<file path="src/design/rhc_pkg.sv">
// ----------------------------------------------------------------------------
// rhc_pkg
// Shared types and constants for the RGB/HSV colour converter.
// ----------------------------------------------------------------------------
`default_nettype none

package rhc_pkg;

    // field widths
    localparam int TAG_W = 16;
    localparam int HUE_W = 9;
    localparam int CH_W  = 8;

    // fixed-point full scales
    localparam int HUE_FULL = 359;
    localparam int CH_FULL  = 255;

    // sector search works on t = 6 * hue
    localparam int T_W = 12;
    // hue numerator term, below 6 * (max - min)
    localparam int N_W = 11;

    // pipelined divider geometry
    localparam int NUM_W = 25;
    localparam int DEN_W = 17;
    localparam int Q_W   = 9;
    localparam int CMP_W = DEN_W + Q_W;

    // channel mix divisor and its rounding half
    localparam int MIX_DEN  = CH_FULL * HUE_FULL;
    localparam int MIX_HALF = MIX_DEN / 2;

    // lanes through the back end
    localparam int LANES = 3;

    // word queue between front and back
    localparam int QUEUE_DEPTH = 2;
    localparam int QPTR_W      = $clog2(QUEUE_DEPTH);
    localparam int QCNT_W      = $clog2(QUEUE_DEPTH + 1);

    typedef enum logic
    {
        DIR_RGB_TO_HSV = 1'b0,
        DIR_HSV_TO_RGB = 1'b1
    } dir_t;

    typedef struct packed
    {
        logic [TAG_W-1:0] position_tag;
        logic [HUE_W-1:0] in_first;
        logic [CH_W-1:0]  in_second;
        logic [CH_W-1:0]  in_third;
    } item_t;

    typedef struct packed
    {
        logic [TAG_W-1:0] out_tag;
        logic [HUE_W-1:0] out_first;
        logic [CH_W-1:0]  out_second;
        logic [CH_W-1:0]  out_third;
    } result_t;

    // classified word held in the queue
    typedef struct packed
    {
        logic [TAG_W-1:0] tag;
        dir_t             dir;
        // hsv to rgb: channel fractions, saturation, value
        logic [HUE_W-1:0] frac_r;
        logic [HUE_W-1:0] frac_g;
        logic [HUE_W-1:0] frac_b;
        logic [CH_W-1:0]  sat;
        logic [CH_W-1:0]  val;
        // rgb to hsv: max, spread, hue term, grey flag
        logic [CH_W-1:0]  mx;
        logic [CH_W-1:0]  spread;
        logic [N_W-1:0]   hterm;
        logic             grey;
    } entry_t;

endpackage

`default_nettype wire

</file>
<file path="src/design/rgb_hsv_color_converter.sv">
// ----------------------------------------------------------------------------
// rgb_hsv_color_converter
// RGB/HSV colour converter with a pass-through position tag.
// ----------------------------------------------------------------------------
// Takes one word per clock and gives one result word per word, in order:
// the queue hands the word on in the next cycle, two register stages form
// numerators and divisors, and nine pipelined divider stages give one
// quotient bit each. The result is shown on result for the single cycle in
// which done is high and must be taken then. busy rises only when the
// two-word queue is full, which a steady one-word-per-cycle flow does not
// reach. direction (reset 1, HSV to RGB) is to be written by the user with
// cfg_we/cfg_data only while no word is in flight; the block does not enforce it.
// ----------------------------------------------------------------------------
`default_nettype none

module rgb_hsv_color_converter
(
    input  wire logic           clk,
    input  wire logic           rst_n,
    input  wire logic           cfg_we,
    input  wire logic           cfg_data,
    input  wire logic           start,
    input  wire rhc_pkg::item_t item,
    output logic                busy,
    output logic                done,
    output rhc_pkg::result_t    result
);

    logic            direction_reg;
    logic            push;
    logic            pop;
    rhc_pkg::entry_t front_word;
    rhc_pkg::entry_t head_word;

    // direction register
    always_ff @(posedge clk or negedge rst_n)
    begin
        if (!rst_n)
            direction_reg <= rhc_pkg::DIR_HSV_TO_RGB;
        else if (cfg_we)
            direction_reg <= cfg_data;
    end

    assign push = start && !busy;

    // classify
    rhc_front u_front
    (
        .direction (direction_reg),
        .item      (item),
        .entry     (front_word)
    );

    // decouple
    rhc_queue u_queue
    (
        .clk   (clk),
        .rst_n (rst_n),
        .push  (push),
        .wdata (front_word),
        .full  (busy),
        .pop   (pop),
        .rdata (head_word)
    );

    // compute
    rhc_back u_back
    (
        .clk    (clk),
        .rst_n  (rst_n),
        .pop    (pop),
        .entry  (head_word),
        .done   (done),
        .result (result)
    );

endmodule

`default_nettype wire

</file>
<file path="src/design/rhc_div.sv">
// ----------------------------------------------------------------------------
// rhc_div
// Pipelined restoring divider, one quotient bit per stage, Q_W stages.
// ----------------------------------------------------------------------------
`default_nettype none

module rhc_div
(
    input  wire logic                     clk,
    input  wire logic [rhc_pkg::NUM_W-1:0] num,
    input  wire logic [rhc_pkg::DEN_W-1:0] den,
    output logic      [rhc_pkg::Q_W-1:0]   quot
);

    logic [rhc_pkg::NUM_W-1:0] rem_reg  [rhc_pkg::Q_W];
    logic [rhc_pkg::DEN_W-1:0] den_reg  [rhc_pkg::Q_W];
    logic [rhc_pkg::Q_W-1:0]   quot_reg [rhc_pkg::Q_W];

    for (genvar k = 0; k < rhc_pkg::Q_W; k++)
    begin : g_stage
        localparam int SH = rhc_pkg::Q_W - 1 - k;

        logic [rhc_pkg::NUM_W-1:0] rem_in;
        logic [rhc_pkg::DEN_W-1:0] den_in;
        logic [rhc_pkg::Q_W-1:0]   quot_in;
        logic [rhc_pkg::CMP_W-1:0] den_sh;
        logic                      ge;
        logic [rhc_pkg::NUM_W-1:0] rem_next;
        logic [rhc_pkg::Q_W-1:0]   quot_next;

        // stage inputs
        if (k == 0)
        begin : g_first
            assign rem_in  = num;
            assign den_in  = den;
            assign quot_in = '0;
        end
        else
        begin : g_rest
            assign rem_in  = rem_reg[k-1];
            assign den_in  = den_reg[k-1];
            assign quot_in = quot_reg[k-1];
        end

        // trial subtract of the shifted divisor
        always_comb
        begin
            den_sh    = rhc_pkg::CMP_W'(den_in) << SH;
            ge        = rhc_pkg::CMP_W'(rem_in) >= den_sh;
            rem_next  = ge ? rem_in - rhc_pkg::NUM_W'(den_sh) : rem_in;
            quot_next = quot_in;
            quot_next[SH] = ge;
        end

        always_ff @(posedge clk)
        begin
            rem_reg[k]  <= rem_next;
            den_reg[k]  <= den_in;
            quot_reg[k] <= quot_next;
        end
    end

    assign quot = quot_reg[rhc_pkg::Q_W-1];

endmodule

`default_nettype wire

</file>
<file path="src/design/rhc_front.sv">
// ----------------------------------------------------------------------------
// rhc_front
// Front end: saturates inputs and classifies each word (hue sector or
// dominant channel) ahead of the arithmetic.
// ----------------------------------------------------------------------------
`default_nettype none

module rhc_front
(
    input  wire logic           direction,
    input  wire rhc_pkg::item_t item,
    output rhc_pkg::entry_t     entry
);

    localparam int HF = rhc_pkg::HUE_FULL;

    logic [rhc_pkg::HUE_W-1:0] hue;
    logic [rhc_pkg::T_W-1:0]   t;
    logic [rhc_pkg::HUE_W-1:0] fr;
    logic [rhc_pkg::HUE_W-1:0] fg;
    logic [rhc_pkg::HUE_W-1:0] fb;
    logic [rhc_pkg::CH_W-1:0]  red;
    logic [rhc_pkg::CH_W-1:0]  grn;
    logic [rhc_pkg::CH_W-1:0]  blu;
    logic [rhc_pkg::CH_W-1:0]  mx;
    logic [rhc_pkg::CH_W-1:0]  mn;
    logic [rhc_pkg::CH_W-1:0]  spread;
    logic signed [rhc_pkg::T_W:0] n;

    // hsv: sector from t = 6 * hue
    always_comb
    begin
        hue = (item.in_first > rhc_pkg::HUE_W'(HF)) ? rhc_pkg::HUE_W'(HF) : item.in_first;
        t   = rhc_pkg::T_W'(hue) * rhc_pkg::T_W'(6);
        fr  = '0;
        fg  = '0;
        fb  = '0;
        if (t > rhc_pkg::T_W'(HF) && t <= rhc_pkg::T_W'(2 * HF))
        begin
            fg = rhc_pkg::HUE_W'(HF);
            fr = rhc_pkg::HUE_W'(rhc_pkg::T_W'(2 * HF) - t);
        end
        else if (t > rhc_pkg::T_W'(2 * HF) && t <= rhc_pkg::T_W'(3 * HF))
        begin
            fg = rhc_pkg::HUE_W'(HF);
            fb = rhc_pkg::HUE_W'(t - rhc_pkg::T_W'(2 * HF));
        end
        else if (t > rhc_pkg::T_W'(3 * HF) && t <= rhc_pkg::T_W'(4 * HF))
        begin
            fb = rhc_pkg::HUE_W'(HF);
            fg = rhc_pkg::HUE_W'(rhc_pkg::T_W'(4 * HF) - t);
        end
        else if (t > rhc_pkg::T_W'(4 * HF) && t <= rhc_pkg::T_W'(5 * HF))
        begin
            fb = rhc_pkg::HUE_W'(HF);
            fr = rhc_pkg::HUE_W'(t - rhc_pkg::T_W'(4 * HF));
        end
        else if (t > rhc_pkg::T_W'(5 * HF))
        begin
            fr = rhc_pkg::HUE_W'(HF);
            fb = rhc_pkg::HUE_W'(rhc_pkg::T_W'(6 * HF) - t);
        end
        else
        begin
            fr = rhc_pkg::HUE_W'(HF);
            fg = rhc_pkg::HUE_W'(t);
        end
    end

    // rgb: max, min and dominant channel
    always_comb
    begin
        red = (item.in_first > rhc_pkg::HUE_W'(rhc_pkg::CH_FULL)) ?
              rhc_pkg::CH_W'(rhc_pkg::CH_FULL) : item.in_first[rhc_pkg::CH_W-1:0];
        grn = item.in_second;
        blu = item.in_third;
        mx  = red;
        mn  = red;
        if (grn > mx) mx = grn;
        if (grn < mn) mn = grn;
        if (blu > mx) mx = blu;
        if (blu < mn) mn = blu;
        spread = mx - mn;
        if (red == mx)
            n = $signed({1'b0, rhc_pkg::T_W'(grn)}) - $signed({1'b0, rhc_pkg::T_W'(blu)});
        else if (grn == mx)
            n = $signed({1'b0, rhc_pkg::T_W'(spread) * rhc_pkg::T_W'(2)})
                + $signed({1'b0, rhc_pkg::T_W'(blu)}) - $signed({1'b0, rhc_pkg::T_W'(red)});
        else
            n = $signed({1'b0, rhc_pkg::T_W'(spread) * rhc_pkg::T_W'(4)})
                + $signed({1'b0, rhc_pkg::T_W'(red)}) - $signed({1'b0, rhc_pkg::T_W'(grn)});
        if (n < 0)
            n = n + $signed({1'b0, rhc_pkg::T_W'(spread) * rhc_pkg::T_W'(6)});
    end

    // assemble the queue word
    always_comb
    begin
        entry.tag    = item.position_tag;
        entry.dir    = rhc_pkg::dir_t'(direction);
        entry.frac_r = fr;
        entry.frac_g = fg;
        entry.frac_b = fb;
        entry.sat    = item.in_second;
        entry.val    = item.in_third;
        entry.mx     = mx;
        entry.spread = spread;
        entry.hterm  = n[rhc_pkg::N_W-1:0];
        entry.grey   = (spread == '0);
    end

endmodule

`default_nettype wire

</file>
<file path="src/design/rhc_queue.sv">
// ----------------------------------------------------------------------------
// rhc_queue
// Short word queue between the front end and the arithmetic back end.
// ----------------------------------------------------------------------------
`default_nettype none

module rhc_queue
(
    input  wire logic            clk,
    input  wire logic            rst_n,
    input  wire logic            push,
    input  wire rhc_pkg::entry_t wdata,
    output logic                 full,
    output logic                 pop,
    output rhc_pkg::entry_t      rdata
);

    rhc_pkg::entry_t             mem_reg [rhc_pkg::QUEUE_DEPTH];
    logic [rhc_pkg::QPTR_W-1:0]  wr_ptr_reg, wr_ptr_next;
    logic [rhc_pkg::QPTR_W-1:0]  rd_ptr_reg, rd_ptr_next;
    logic [rhc_pkg::QCNT_W-1:0]  count_reg, count_next;

    // back end drains a word every cycle one is present
    assign pop   = (count_reg != '0);
    assign full  = (count_reg == rhc_pkg::QCNT_W'(rhc_pkg::QUEUE_DEPTH));
    assign rdata = mem_reg[rd_ptr_reg];

    // pointer and fill bookkeeping
    always_comb
    begin
        wr_ptr_next = push ? wr_ptr_reg + 1'b1 : wr_ptr_reg;
        rd_ptr_next = pop  ? rd_ptr_reg + 1'b1 : rd_ptr_reg;
        count_next  = count_reg + rhc_pkg::QCNT_W'(push) - rhc_pkg::QCNT_W'(pop);
    end

    always_ff @(posedge clk or negedge rst_n)
    begin
        if (!rst_n)
        begin
            wr_ptr_reg <= '0;
            rd_ptr_reg <= '0;
            count_reg  <= '0;
        end
        else
        begin
            wr_ptr_reg <= wr_ptr_next;
            rd_ptr_reg <= rd_ptr_next;
            count_reg  <= count_next;
        end
    end

    // storage
    always_ff @(posedge clk)
    begin
        if (push)
            mem_reg[wr_ptr_reg] <= wdata;
    end

    // with a drain every cycle the queue never holds more than one word
    a_one_deep: assert property (@(posedge clk) disable iff (!rst_n)
        count_reg <= rhc_pkg::QCNT_W'(1))
        else $error("queue holds more than one word");

    a_drain: assert property (@(posedge clk) disable iff (!rst_n)
        push |=> pop)
        else $error("pushed word not drained next cycle");

endmodule

`default_nettype wire

</file>
<file path="src/design/rhc_back.sv">
// ----------------------------------------------------------------------------
// rhc_back
// Back end: forms numerators and divisors per lane, then runs three
// pipelined dividers; tag and valid travel alongside.
// ----------------------------------------------------------------------------
`default_nettype none

module rhc_back
(
    input  wire logic            clk,
    input  wire logic            rst_n,
    input  wire logic            pop,
    input  wire rhc_pkg::entry_t entry,
    output logic                 done,
    output rhc_pkg::result_t     result
);

    localparam int L = rhc_pkg::LANES;

    logic                      s1_valid_reg;
    rhc_pkg::dir_t             s1_dir_reg;
    logic [rhc_pkg::TAG_W-1:0] s1_tag_reg;
    logic [rhc_pkg::CH_W-1:0]  s1_val_reg;
    logic [rhc_pkg::NUM_W-1:0] s1_num_reg [L];
    logic [rhc_pkg::DEN_W-1:0] s1_den_reg [L];
    logic [rhc_pkg::NUM_W-1:0] s1_num_next [L];
    logic [rhc_pkg::DEN_W-1:0] s1_den_next [L];

    logic                      s2_valid_reg;
    logic [rhc_pkg::TAG_W-1:0] s2_tag_reg;
    logic [rhc_pkg::NUM_W-1:0] s2_num_reg [L];
    logic [rhc_pkg::DEN_W-1:0] s2_den_reg [L];
    logic [rhc_pkg::NUM_W-1:0] s2_num_next [L];
    logic [rhc_pkg::DEN_W-1:0] s2_den_next [L];

    logic                      vld_reg [rhc_pkg::Q_W];
    logic [rhc_pkg::TAG_W-1:0] tag_reg [rhc_pkg::Q_W];
    logic [rhc_pkg::Q_W-1:0]   quot [L];
    logic [rhc_pkg::HUE_W-1:0] frac [L];
    logic [rhc_pkg::NUM_W-1:0] mix;

    assign frac[0] = entry.frac_r;
    assign frac[1] = entry.frac_g;
    assign frac[2] = entry.frac_b;

    // stage 1: saturation mix, or hue, saturation and value numerators
    always_comb
    begin
        for (int i = 0; i < L; i++)
        begin
            s1_num_next[i] = '0;
            s1_den_next[i] = rhc_pkg::DEN_W'(1);
        end
        mix = '0;
        if (entry.dir == rhc_pkg::DIR_HSV_TO_RGB)
        begin
            for (int i = 0; i < L; i++)
            begin
                mix = rhc_pkg::NUM_W'(entry.sat) * rhc_pkg::NUM_W'(frac[i])
                    + rhc_pkg::NUM_W'(rhc_pkg::CH_W'(rhc_pkg::CH_FULL) - entry.sat)
                    * rhc_pkg::NUM_W'(rhc_pkg::HUE_FULL);
                s1_num_next[i] = mix;
            end
        end
        else
        begin
            if (!entry.grey)
            begin
                s1_num_next[0] = rhc_pkg::NUM_W'(entry.hterm) * rhc_pkg::NUM_W'(rhc_pkg::HUE_FULL)
                               + rhc_pkg::NUM_W'(entry.spread) * rhc_pkg::NUM_W'(3);
                s1_den_next[0] = rhc_pkg::DEN_W'(entry.spread) * rhc_pkg::DEN_W'(6);
                s1_num_next[1] = rhc_pkg::NUM_W'(entry.spread) * rhc_pkg::NUM_W'(rhc_pkg::CH_FULL)
                               + rhc_pkg::NUM_W'(entry.mx >> 1);
                s1_den_next[1] = rhc_pkg::DEN_W'(entry.mx);
            end
            s1_num_next[2] = rhc_pkg::NUM_W'(entry.mx);
        end
    end

    // stage 2: for HSV to RGB scale by value and add the rounding half, else pass through
    always_comb
    begin
        for (int i = 0; i < L; i++)
        begin
            if (s1_dir_reg == rhc_pkg::DIR_HSV_TO_RGB)
            begin
                s2_num_next[i] = rhc_pkg::NUM_W'(s1_val_reg) * s1_num_reg[i]
                               + rhc_pkg::NUM_W'(rhc_pkg::MIX_HALF);
                s2_den_next[i] = rhc_pkg::DEN_W'(rhc_pkg::MIX_DEN);
            end
            else
            begin
                s2_num_next[i] = s1_num_reg[i];
                s2_den_next[i] = s1_den_reg[i];
            end
        end
    end

    // control pipeline
    always_ff @(posedge clk or negedge rst_n)
    begin
        if (!rst_n)
        begin
            s1_valid_reg <= 1'b0;
            s2_valid_reg <= 1'b0;
            for (int i = 0; i < rhc_pkg::Q_W; i++)
                vld_reg[i] <= 1'b0;
        end
        else
        begin
            s1_valid_reg <= pop;
            s2_valid_reg <= s1_valid_reg;
            vld_reg[0]   <= s2_valid_reg;
            for (int i = 1; i < rhc_pkg::Q_W; i++)
                vld_reg[i] <= vld_reg[i-1];
        end
    end

    // payload pipeline
    always_ff @(posedge clk)
    begin
        s1_dir_reg <= entry.dir;
        s1_tag_reg <= entry.tag;
        s1_val_reg <= entry.val;
        s2_tag_reg <= s1_tag_reg;
        for (int i = 0; i < L; i++)
        begin
            s1_num_reg[i] <= s1_num_next[i];
            s1_den_reg[i] <= s1_den_next[i];
            s2_num_reg[i] <= s2_num_next[i];
            s2_den_reg[i] <= s2_den_next[i];
        end
        tag_reg[0] <= s2_tag_reg;
        for (int i = 1; i < rhc_pkg::Q_W; i++)
            tag_reg[i] <= tag_reg[i-1];
    end

    // one divider per lane
    for (genvar g = 0; g < L; g++)
    begin : g_lane
        rhc_div u_div
        (
            .clk  (clk),
            .num  (s2_num_reg[g]),
            .den  (s2_den_reg[g]),
            .quot (quot[g])
        );
    end

    // result word
    assign done              = vld_reg[rhc_pkg::Q_W-1];
    assign result.out_tag    = tag_reg[rhc_pkg::Q_W-1];
    assign result.out_first  = quot[0];
    assign result.out_second = quot[1][rhc_pkg::CH_W-1:0];
    assign result.out_third  = quot[2][rhc_pkg::CH_W-1:0];

    // second and third lane quotients (green and blue, or saturation and value) stay within eight bits
    a_lane_range: assert property (@(posedge clk) disable iff (!rst_n)
        done |-> (!quot[1][rhc_pkg::CH_W] && !quot[2][rhc_pkg::CH_W]))
        else $error("channel quotient above full scale");

    a_hue_range: assert property (@(posedge clk) disable iff (!rst_n)
        done |-> (quot[0] <= rhc_pkg::Q_W'(rhc_pkg::HUE_FULL)))
        else $error("hue quotient above full circle");

endmodule

`default_nettype wire
</file>
<file path="config.mk">
export PLATFORM = sky130hd
export DESIGN_NAME = rgb_hsv_color_converter
export DESIGN_NICKNAME = d
export VERILOG_FILES = /design/src/design/rhc_pkg.sv /design/src/design/rgb_hsv_color_converter.sv /design/src/design/rhc_div.sv /design/src/design/rhc_front.sv /design/src/design/rhc_queue.sv /design/src/design/rhc_back.sv
export SDC_FILE = /design/constraint.sdc
export NUM_CORES = 2
export LEC_CHECK = 0
export BUFFER_PORTS_ARGS = -buffer_cell sky130_fd_sc_hd__buf_2
export CAP_MARGIN = 0
export CELL_PAD_IN_SITES_DETAIL_PLACEMENT = 1
export CELL_PAD_IN_SITES_GLOBAL_PLACEMENT = 2
export CORE_AREA = 2 2 466 468
export DETAILED_ROUTE_END_ITERATION = 8
export DIE_AREA = 0 0 468 470
export MAX_ROUTING_LAYER = met4
export PLACE_DENSITY = 0.8
export SLEW_MARGIN = 20
export SYNTH_ARGS = -nofsm -noshare
export SYNTH_HDL_FRONTEND = slang
export SYNTH_SLANG_ARGS = --single-unit
</file>
<file path="constraint.sdc">
create_clock -name clk -period 19.02 [get_ports clk]
set_input_delay 1.902 -clock clk [delete_from_list [all_inputs] [get_ports clk]]
set_output_delay 1.902 -clock clk [all_outputs]
set_load 0.02 [all_outputs]
</file>
==> impl_metrics.tcl <==
set metrics [dict create \
    status "finished clean" \
    drv_cap 0 \
    slowest_stage "xor2_1" \
    yosysWarnings 0 \
    vias 61700 \
    drcViolationCount 0 \
    pre_cts_slack_ns 6.73 \
    dieArea_um2 220000 \
    grt.total_usage 0.205 \
    path_class "input port to flop" \
    htree_levels 4 \
    cp_max_fo 18 \
    dp_hpwl_mm 172 \
    ys_ff_latch 1429 \
    post-cts-setup-buffers 0 \
    critPathMaxStageDelay_ns 0.80 \
    timing.fmax_ghz 0.0859 \
    arrival_ns 12.20 \
    cts_inserted_buffers 161 \
    clk_latency_ns 0.83 \
    period_minus_slack_ns 11.65 \
    initial_core_util 0.406 \
    largest_reg_flops 600 \
    grt_start_max_net_pins 57 \
    worstMarginPinSlew_ns 1.12 \
    rows 171 \
    buffer_ports.inserted 88 \
    clock_path_buffers 3 \
    skew_ns 0.0429 \
    start_kind "input port" \
    coreArea_um2 216000 \
    antenna_found_initial 3 \
    drv_slew 0 \
    synth.avg_cell_area_um2 9.63 \
    synth-main-ff-cell "dfxtp_1" \
    ant_nets 0 \
    required_ns 19.58 \
    cts_tree "built" \
    slew_headroom 0.251 \
    dr.pass1.iters 7 \
    gp_congestion 0.890 \
    final_common_cell "inv_1" \
    clk_pin_slew_ns 0.06 \
    route.final.wire_length_mm 218 \
    final_nets 10700 \
    setup_ws_ns 7.37 \
    post_cts_resized 0 \
    syn-cell-area_um2 87600 \
    wl_per_cell_um 17.9 \
    grt_pass1_vias 66700 \
    endpoint_kind "flop" \
    drive_gt1_frac 0.0693 \
    synth.yosys.seq_area_share 0.347 \
    synth_cells 9104 \
    die_h_um 470 \
    area_delta_synth_final_pct 10.7 \
    pin_count 89 \
    synth_edf_count 176 \
    hp-class "flop to flop" \
    final_cell_mix "inv_1, dfxtp_1, ha_1, nand2_1, fa_1" \
    fp.dieW_um 468 \
    overflow 0 \
    setup_viol 0 \
    tns_ns 0 \
    hold_viol_final 0 \
    hold_buffers 0 \
    drt_iter0_drc 2386 \
    clockRootBuffer "clkbuf_16" \
    min_period_over_period 0.612 \
    vias_per_cell 5.07 \
    synthArstFlopShare 0.0112 \
    numClockSinks 1429 \
    grt_pass1_wl_mm 354 \
    synth_cell_types 107 \
    rsz0062_at_grt "false" \
]
-- layout make-up --
class / instances / area, µm²
timing repair buffer: 151 / 933
inverter: 1317 / 4940
fill: 24100 / 119000
clock inverter: 79 / 1120
clock buffer: 220 / 4590
tap: 2854 / 3570
antenna: 2 / 5.00
sequential: 1429 / 30500
multi-input combinational: 6127 / 51400
-- synth_stat cells (all sizes together) (12+ instances only) --
cell type	number	area, µm²
a2111oi	20	181
a211o	12	105
a211oi	25	188
a21boi	113	848
a21o	96	721
a21oi	476	2410
a31oi	25	178
and2	256	1600
and3	22	138
buf	48	265
clkbuf	185	704
dfrtp	15	375
dfxtp	1237	24800
edfxtp	176	5290
fa	638	12800
ha	844	10600
inv	1312	4920
mux2	116	1310
mux2i	70	701
nand2	740	2780
nand2b	112	701
nand3	85	425
nand3b	33	248
nand4	53	332
nand4b	28	245
nor2	633	2380
nor2b	100	626
nor3	122	627
nor4	64	400
nor4b	17	164
o211ai	17	128
o21a	37	279
o21ai	383	1920
o21bai	69	518
o22ai	24	150
o31a	17	149
o31ai	62	465
or2	43	269
or3	40	255
or4	21	158
xnor2	407	3560
xor2	159	1390
-- kinds of logic (layout without fill, tap and decap cells) --
group	after synthesis	after routing	share of synthesized area
XOR/XNOR	566	566	0.0566
AND/OR/NAND/NOR	2412	2412	0.134
multiplexers	186	186	0.0229
AO/OA/AOI/OAI	1476	1476	0.105
buffers and inverters	1550	1767	0.0675
other	1	5	0.0000428
adder cells (fa/ha/maj)	1484	1484	0.266
flip-flops	1429	1429	0.347
-- worst paths after layout --
path                                        from                  endpoint  slack (ns)  cells after the start
max                                     item[24]    u_queue.mem_reg[0][10]        7.37                     40
min                        u_back.s2_tag_reg[15]     u_back.tag_reg[0][15]        0.32                      0
max reg2reg                   u_queue.rd_ptr_reg  u_back.s1_num_reg[0][17]        8.41                     32
min reg2reg                u_back.s2_tag_reg[15]     u_back.tag_reg[0][15]        0.32                      0
max in group asynchronous                  rst_n        u_queue.rd_ptr_reg       17.75                      1
min in group asynchronous                  rst_n        u_queue.wr_ptr_reg        0.99                      1
-- stage by stage --
stage / instances / area, µm² / utilization / hold slack (ns)
5_1_grt: 12200 / 97000 / 0.450 / 0.324
6_report: 12200 / 97100 / 0.450 / 0.317
3_5_place_dp: 11900 / 91300 / 0.423 / 0.313
2_1_floorplan: 9106 / 87600 / - / 0.310
4_1_cts: 12200 / 97000 / 0.450 / 0.321
3_3_place_gp: 11900 / 91300 / 0.423 / 0.310
-- routing by layer --
metal  track usage  wire length (µm)  vias to the layer above
met5             -                 0                        -
met4        0.0659              7250                        0
met3        0.0254              6160                      366
met2         0.359            110000                      711
met1         0.243             94600                    30600
li1              -                 -                    30100
-- critical path: cells and delay by family --
kind	cells	cell delay [ns]
compound gates	13	3.09
xor+xnor	5	1.46
fa+ha+maj	6	2.10
buf+inv	4	0.69
mux	2	0.99
simple gates	10	1.94
Power is left out: the tool's default activity adds up to more than one toggle a clock period on the data nets, which glitch-free logic cannot reach.
